[src/hdl/imhq_pkg.sv]
//------------------------------------------------------------------------------
// imhq_pkg
// Shared types and codes for the indexed max-heap queue.
//------------------------------------------------------------------------------
`timescale 1ns / 1ps
`default_nettype none

package imhq_pkg;

	localparam int ID_W    = 8;
	localparam int VAL_W   = 16;
	localparam int ID_SPACE = 256;

	localparam logic OP_INSERT = 1'b0;
	localparam logic OP_DELETE = 1'b1;

	localparam logic [1:0] ST_OK      = 2'd0;
	localparam logic [1:0] ST_FULL    = 2'd1;
	localparam logic [1:0] ST_PRESENT = 2'd2;
	localparam logic [1:0] ST_ABSENT  = 2'd3;

	// One heap slot.
	typedef struct packed {
		logic [ID_W-1:0]  id;
		logic [VAL_W-1:0] start;
		logic [VAL_W-1:0] key;
	} slot_t;

	// Datapath commands.
	typedef struct packed {
		logic load;       // capture the input beat
		logic mapchk;     // read position map of the input id
		logic ins_wr;     // write new entry at the tail
		logic del_rdlast; // read last slot
		logic del_mv;     // move last slot into freed slot
		logic rd_par;     // read parent of current
		logic rd_l;       // read left child
		logic rd_r;       // read right child
		logic sw_up;      // swap current with parent
		logic sw_dn;      // swap current with chosen child
		logic rd_head;    // read slot zero
		logic done;       // finish, set status
		logic [1:0] stat;
	} cmd_t;

	// Datapath status.
	typedef struct packed {
		logic is_del;
		logic present;
		logic full;
		logic empty_after;
		logic moved;      // delete left a slot to fill
		logic at_root;
		logic up_go;
		logic has_l;
		logic has_r;
		logic dn_go;
	} stat_t;

endpackage

`default_nettype wire

[src/hdl/imhq_ctrl.sv]
//------------------------------------------------------------------------------
// imhq_ctrl
// Sequencer for insert, delete and the sift loops.
//------------------------------------------------------------------------------
`timescale 1ns / 1ps
`default_nettype none

module imhq_ctrl (
	input  wire                 clk,
	input  wire                 arst_n,
	input  wire                 in_valid,
	output logic                in_ready,
	output logic                out_valid,
	input  wire                 out_ready,
	output imhq_pkg::cmd_t      cmd,
	input  wire imhq_pkg::stat_t st
);

	localparam logic [3:0] S_IDLE  = 4'd0;
	localparam logic [3:0] S_CHK   = 4'd1;
	localparam logic [3:0] S_MAP   = 4'd2;
	localparam logic [3:0] S_LAST  = 4'd3;
	localparam logic [3:0] S_MOVE  = 4'd4;
	localparam logic [3:0] S_UPRD  = 4'd5;
	localparam logic [3:0] S_UPCMP = 4'd6;
	localparam logic [3:0] S_DNL   = 4'd7;
	localparam logic [3:0] S_DNR   = 4'd8;
	localparam logic [3:0] S_DNCMP = 4'd9;
	localparam logic [3:0] S_HEAD  = 4'd10;
	localparam logic [3:0] S_DONE  = 4'd11;
	localparam logic [3:0] S_OUT   = 4'd12;
	localparam logic [3:0] S_WB    = 4'd13;

	logic [3:0] state_q, state_d;
	logic [1:0] stat_q, stat_d;
	logic       moved_up_q, moved_up_d;
	logic       del_mode_q, del_mode_d;

	always_comb begin
		state_d    = state_q;
		stat_d     = stat_q;
		moved_up_d = moved_up_q;
		del_mode_d = del_mode_q;
		cmd        = '0;
		cmd.stat   = stat_q;
		in_ready   = 1'b0;
		out_valid  = 1'b0;
		unique case (state_q)
			S_IDLE: begin
				in_ready = 1'b1;
				if (in_valid) begin
					cmd.load = 1'b1;
					state_d  = S_CHK;
				end
			end
			S_CHK: begin
				cmd.mapchk = 1'b1;
				moved_up_d = 1'b0;
				del_mode_d = st.is_del;
				if (!st.is_del) begin
					if (st.full) begin
						stat_d  = imhq_pkg::ST_FULL;
						state_d = S_HEAD;
					end else if (st.present) begin
						stat_d  = imhq_pkg::ST_PRESENT;
						state_d = S_HEAD;
					end else begin
						stat_d  = imhq_pkg::ST_OK;
						state_d = S_MAP;
					end
				end else if (!st.present) begin
					stat_d  = imhq_pkg::ST_ABSENT;
					state_d = S_HEAD;
				end else begin
					stat_d  = imhq_pkg::ST_OK;
					state_d = S_MAP;
				end
			end
			S_MAP: begin
				if (del_mode_q) begin
					cmd.del_rdlast = 1'b1;
					state_d = S_LAST;
				end else begin
					cmd.ins_wr = 1'b1;
					state_d = S_UPRD;
				end
			end
			S_LAST: state_d = st.moved ? S_MOVE : S_HEAD;
			S_MOVE: begin
				cmd.del_mv = 1'b1;
				state_d = S_UPRD;
			end
			S_UPRD: begin
				if (st.at_root) begin
					state_d = del_mode_q && !moved_up_q ? S_DNL : S_HEAD;
				end else begin
					cmd.rd_par = 1'b1;
					state_d = S_UPCMP;
				end
			end
			S_UPCMP: begin
				if (st.up_go) begin
					cmd.sw_up  = 1'b1;
					moved_up_d = 1'b1;
					state_d    = S_WB;
				end else begin
					state_d = del_mode_q && !moved_up_q ? S_DNL : S_HEAD;
				end
			end
			S_WB: state_d = moved_up_q ? S_UPRD : S_DNL;
			S_DNL: begin
				if (!st.has_l) begin
					state_d = S_HEAD;
				end else begin
					cmd.rd_l = 1'b1;
					state_d = S_DNR;
				end
			end
			S_DNR: begin
				cmd.rd_r = 1'b1;
				state_d = S_DNCMP;
			end
			S_DNCMP: begin
				if (st.dn_go) begin
					cmd.sw_dn = 1'b1;
					state_d   = S_WB;
				end else begin
					state_d = S_HEAD;
				end
			end
			S_HEAD: begin
				cmd.rd_head = 1'b1;
				state_d = S_DONE;
			end
			S_DONE: begin
				cmd.done = 1'b1;
				state_d  = S_OUT;
			end
			S_OUT: begin
				out_valid = 1'b1;
				if (out_ready)
					state_d = S_IDLE;
			end
			default: state_d = S_IDLE;
		endcase
	end

	always_ff @(posedge clk or negedge arst_n) begin
		if (!arst_n) begin
			state_q    <= S_IDLE;
			stat_q     <= imhq_pkg::ST_OK;
			moved_up_q <= 1'b0;
			del_mode_q <= 1'b0;
		end else begin
			state_q    <= state_d;
			stat_q     <= stat_d;
			moved_up_q <= moved_up_d;
			del_mode_q <= del_mode_d;
		end
	end

endmodule

`default_nettype wire

[config.mk]
export PLATFORM = sky130hd
export DESIGN_NAME = imhq_ctrl
export DESIGN_NICKNAME = d
export VERILOG_FILES = /design/src/hdl/imhq_pkg.sv /design/src/hdl/imhq_ctrl.sv
export SDC_FILE = /design/constraint.sdc
export NUM_CORES = 1
export LEC_CHECK = 0
export BUFFER_PORTS_ARGS = -buffer_cell sky130_fd_sc_hd__clkbuf_2
export CORE_MARGIN = 1
export CORE_UTILIZATION = 40
export CTS_CLUSTER_DIAMETER = 50
export DETAILED_ROUTE_END_ITERATION = 10
export PLACE_DENSITY_LB_ADDON = 0.08
export REMOVE_ABC_BUFFERS = 1
export SLEW_MARGIN = 20
export SYNTH_ARGS = -nofsm -noshare
export SYNTH_HDL_FRONTEND = slang
export SYNTH_SLANG_ARGS = --single-unit
[constraint.sdc]
create_clock -name clk -period 2.6 [get_ports clk]
set_input_delay 0.13 -clock clk [delete_from_list [all_inputs] [get_ports clk]]
set_output_delay 0.13 -clock clk [all_outputs]
set_load 0.005 [all_outputs]
==> run metrics, run 1 <==
# DRC 0; worst setup path start state_q[0]; Hold WS 0.1151 ns; total CTS buffers 3; Reg power frac 0.391; R2R setup slack 1.06 ns; register area 200.2 um^2; PD cells 1077 nW/um^2; pin count of the biggest net entering global routing 18; Die Y-Extent 43.02 um; area growth from synthesis to layout 22.30%; vias in the first global route 638; worst endpoint required time 2.47 ns; first drt pass iteration count 4; logic gate share of total power 0.508; cell area after synthesis 673.1 um^2; DR top layer met4; P_leak 0.4210 nW; CTS tree built; via count 743; CP max FO 17; Tot GR Track Use 0.1868; fin nets 134; Clock Latency Late Sink 0.25 ns; 1st-iter DRT viols 15; status finished, final reports clean; drt wl/cell 11.58 um; Worst Hold Path Cells 3; Clock Sink Count 8; synthesized area per cell 7.238 um^2; Final ANT Viol Nets 0; RSZ-0062 raised after global routing false; post-CTS setup buffer count 0; Max transition margin 0.6391; Setup WS post-layout 0.8596 ns; Core ar. 1541 um^2; Max rail drop VDD 0.0007270 V; Seq/Total Area, Yosys 0.2974; asr flop ratio synth 1.000; width of the die 43.02 um; clk_skew 0.001468 ns; total power 0.8869 mW; FF-to-FF path depth 4; switching power 0.4255 mW; post-place setup slack 1.088 ns; ant diodes 0; fin area 823.3 um^2; Clock power frac 0.101; Cell Int Power 0.4614 mW; Setup TNS 0 ns; Worst Path Class, Setup reg -> out; Slew @ Worst Pin 0.5414 ns; die area 1851 um^2; switching part of the total power 0.4797; Max Cap Viol 0; final period utilization 0.6694; Worst Hold Class in -> reg; Final Hold Fails 0; type of origin of the critical path flip-flop; critical path data arrival time 1.61 ns; WL met2 694 um; top_reg_cell synth dfrtp_1; critical path capture point type output pin; Placer Congestion 0.7669; IO buf count 27; clock transition at the registers of the reported paths 0.05 ns; area leader, netlist dfrtp_1; minimum clock period 1.740 ns; hold endpoint state_q[0]; routed wire length 1552 um; Post-synth EDFFs 0; Max Clock Freq 574.6 MHz; fill count 166; count of warnings emitted by yosys 0; Rows 14; Yosys top cell area share 0.2974; vias per cell 5.545; initial core utilization 0.4367; first-pass GRT wire length 2656 um; Hold Crit Start in_valid; I/O pin count 30; initial antenna violation count 0; grt total ovfl 0; # setup viols final 0; cell count after synthesis 93; Placed Area 790.8 um^2; fin. max-slew vios 0; Yosys cell types 32; RR Startpoint state_q[2]; Synth Register Bits 8; share of cells above drive strength 1 0.3136; Post-DP HPWL 1177 um; root buf cell clkbuf_4; # H-tree levels 1; Synth area leaders dfrtp_1 30%, nand2_1 8.9%, nor2_1 5.6%; Critical R2R Capture state_q[0]; clock tree buffer depth 2; wl on met1 742 um; area of the multi-input gates 416.7 um^2; routed wl met3 100 um
flip-flops by register name, indices dropped and copies added, names as in the netlist:
signal,cells
del_mode_q,1
moved_up_q,1
stat_q,2
state_q,4
per-layer routing:
layer / vias to the layer above / GRT usage
met5: - / 0
met4: 0 / 0.04242
met3: 2 / 0.08511
met2: 22 / 0.2667
met1: 342 / 0.2579
li1: 377 / -
worst max-delay path by stage:
stage / end / cells past startpoint / slack (ns)
after floorplan: state_q[0] / 4 / 1.26
after global placement: state_q[0] / 4 / 1.06
after detailed placement: state_q[0] / 4 / 1.09
after CTS: cmd[12] / 4 / 0.85
after global routing: cmd[12] / 4 / 0.73
final: cmd[12] / 4 / 0.86
Yosys cell counts (2+ instances only):
cell type  instances
o22ai_1            3
dfrtp_1            8
inv_2              2
inv_1              3
nand2b_1           4
and3_1             3
o211ai_1           3
nand3_1            2
a21oi_1            6
nor3_1             4
o21ai_1            4
nor2_1            10
o21ai_0            4
nor2b_1            2
nand2_1           16
buf_2              3
worst max-delay path, stage by stage, from the launching register on:
cell and delay (ns):
dfrtp_1 0.64, nor2b_4 0.30, nand2_1 0.21, inv_2 0.10, clkbuf_2 0.11
repair_timing:
item                      CTS  global route
hold endpoints to repair    8             0
hold buffers                1             0
gates resized for setup     0             0
through the flow:
| step | cells | utilization |
|---|---|---|
| after floorplan | 87 | - |
| after detailed placement | 130 | 0.5130 |
| after CTS | 134 | 0.5341 |
| final | 134 | 0.5341 |
| after global placement | 130 | 0.5130 |
| after global routing | 134 | 0.5341 |
layout make-up:
| type | count | share of cell area |
|---|---|---|
| Multi-Input combinational cell | 74 | 0.5061 |
| Clock buffer | 3 | 0.02736 |
| Timing Repair Buffer | 28 | 0.1763 |
| Sequential cell | 8 | 0.2432 |
| Tap cell | 16 | 0.02432 |
| Inverter | 5 | 0.02280 |
placed cells by master, fill, tap and decap left out, types with 2 or more instances in the layout:
master and instances:
o21ai_0 4, and3_1 3, nor2b_1 2, o211ai_1 3, inv_2 2, o21ai_1 4, nand2_1 16, nor3_1 4
nand3_1 2, clkbuf_2 27, nor2_1 10, clkbuf_4 3, nand2b_1 4, o22ai_1 3, dfrtp_1 8, a21oi_1 6
inv_1 3
power by group through the flow:
stage | clock [mW] | sequential, mW | combinational (mW)
3_3_place_gp | 0 | 0.347 | 0.445
3_5_place_dp | 0 | 0.346 | 0.451
5_1_grt | 0.102 | 0.361 | 0.521
4_1_cts | 0.0944 | 0.344 | 0.454
6_report | 0.0900 | 0.347 | 0.450
2_1_floorplan | 0 | 0.306 | 0.329
kinds of logic (layout without fill, tap and decap cells):
kind of cell | Yosys count | after routing | share of synthesized area
AND/OR/NAND/NOR | 47 | 47 | 0.3569
AO/OA/AOI/OAI | 26 | 26 | 0.2472
buffers and inverters | 11 | 36 | 0.08364
flip-flops | 8 | 8 | 0.2974
multiplexers | 1 | 1 | 0.01487
(Power assumes the default switching activity.)
==> run 2: changes to the inputs <==
Clock period 2.6 ns to 1.6 ns, I/O delays scaled along.
==> run 2 against run 1 <==
  * Design area increased by 5.0%
  * Clock skew increased by 0.0041 ns
  * Core utilization rose by 2.7 points
  * Combinational power rose by 100%
  * Critical endpoint is now cmd[13]
  * Largest cell class unchanged
  * Highest routed layer is now met3
==> run metrics, run 2 (synthesis results as in run 1) <==
status finished, final reports clean; Worst Hold Class in -> reg; # H-tree levels 1; vias per cell 5.669; fill count 162; Hold WS 0.05902 ns; Rows 14; I/O pin count 30; most frequent cells in the layout 27 x clkbuf_2, 16 x nand2_1, 9 x nor2_1; Core ar. 1541 um^2; commonest non-fill, non-tap cell in the layout clkbuf_2; Clock Latency Late Sink 0.26 ns; P_leak 0.4441 nW; ant diodes 0; minimum clock period 1.550 ns; CTS tree built; Final Util 0.5609; 1st-iter DRT viols 25; clock transition at the registers of the reported paths 0.06 ns; clock tree buffer depth 2; Final ANT Viol Nets 0; drt wl/cell 12.37 um; RSZ-0062 raised after global routing true; clk_skew 0.005524 ns; Placer Congestion 0.7982; area growth from synthesis to layout 28.44%; Max Clock Freq 645.2 MHz; grt total ovfl 0; Worst Path Class, Setup reg -> out; PD cells 1815 nW/um^2; Slew @ Worst Pin 0.4051 ns; share of cells above drive strength 1 0.3577; width of the die 43.02 um; total power 1.570 mW; Top reg by flops state_q; Setup TNS 0 ns; flip-flop count of the largest register after layout 4; die area 1851 um^2; first-pass GRT wire length 2677 um; initial core utilization 0.4367; routed wire length 1719 um; Clock Sink Count 8; via count 788; Post-DP HPWL 1294 um; Final Hold Fails 0; Die Y-Extent 43.02 um; critical path capture point type output pin; register area 201.4 um^2; CP max FO 12; total CTS buffers 3; worst endpoint required time 1.52 ns; vias in the first global route 634; pin count of the biggest net entering global routing 13; area of the multi-input gates 419.2 um^2; critical path data arrival time 1.47 ns; first drt pass iteration count 4; Tot GR Track Use 0.1904; # DRC 0; Post-Layout Cell Count 139; fin. max-slew vios 0; initial antenna violation count 0; IO buf count 27; type of origin of the critical path flip-flop; # setup viols final 0; Max transition margin 0.7299; Placed Cells 135; fin nets 139; biggest regs state_q: 4 flops, stat_q: 2 flops; Max rail drop VDD 0.0009301 V; Max Cap Viol 0; final period utilization 0.9687; root buf cell clkbuf_4
[run 2: stage by stage]
step                      setup WS (ns)  area [um^2]
final                           0.05013        864.6
after global routing           -0.01291        864.6
after detailed placement         0.1686        828.3
after CTS                       0.03117        860.8
after global placement           0.2394        828.3
after floorplan                  0.2582        635.6
[run 2: worst paths after layout]
path,from,to,slack (ns),depth (start not counted)
max in group asynchronous,arst_n,state_q[2],1.19,2
worst max-delay path,state_q[3],cmd[13],0.05,3
worst min-delay path,in_valid,state_q[0],0.06,3
worst min register to register,stat_q[0],stat_q[0],0.49,2
min in group asynchronous,arst_n,stat_q[0],0.20,2
worst max register to register,state_q[3],state_q[0],0.17,4
[run 2: layer usage]
metal / wire, um / global-route usage
met1: 755 / 0.2474
met4: 0 / 0.03636
met3: 155 / 0.06809
met2: 808 / 0.3061
met5: 0 / 0
[run 2: area by class of cell]
| cell class | count | area share |
|---|---|---|
| inverters | 5 | 0.02171 |
| clock buffers | 3 | 0.02605 |
| repair buffers | 33 | 0.2113 |
| multi-input cells | 74 | 0.4848 |
| flip-flops and latches | 8 | 0.2330 |
| well taps | 16 | 0.02315 |
[run 2: critical path: stages (launching register included)]
cell      delay, ns
dfrtp_1        0.52
nor4_2         0.41
and2_1         0.18
clkbuf_2       0.10
[run 2: power by group]
group          total (mW)  internal [mW]  leakage [nW]  switching (mW)
logic               0.919          0.443         0.334           0.476
registers           0.496          0.303        0.0964           0.193
clock network       0.155         0.0858        0.0138          0.0688
total                1.57          0.832         0.444           0.738
[run 2: repair_timing]
item,CTS,global route
hold buffers,1,0
setup buffers,0,0
endpoints found under the hold margin,8,0
resized for setup,0,2
setup endpoints to repair,0,3
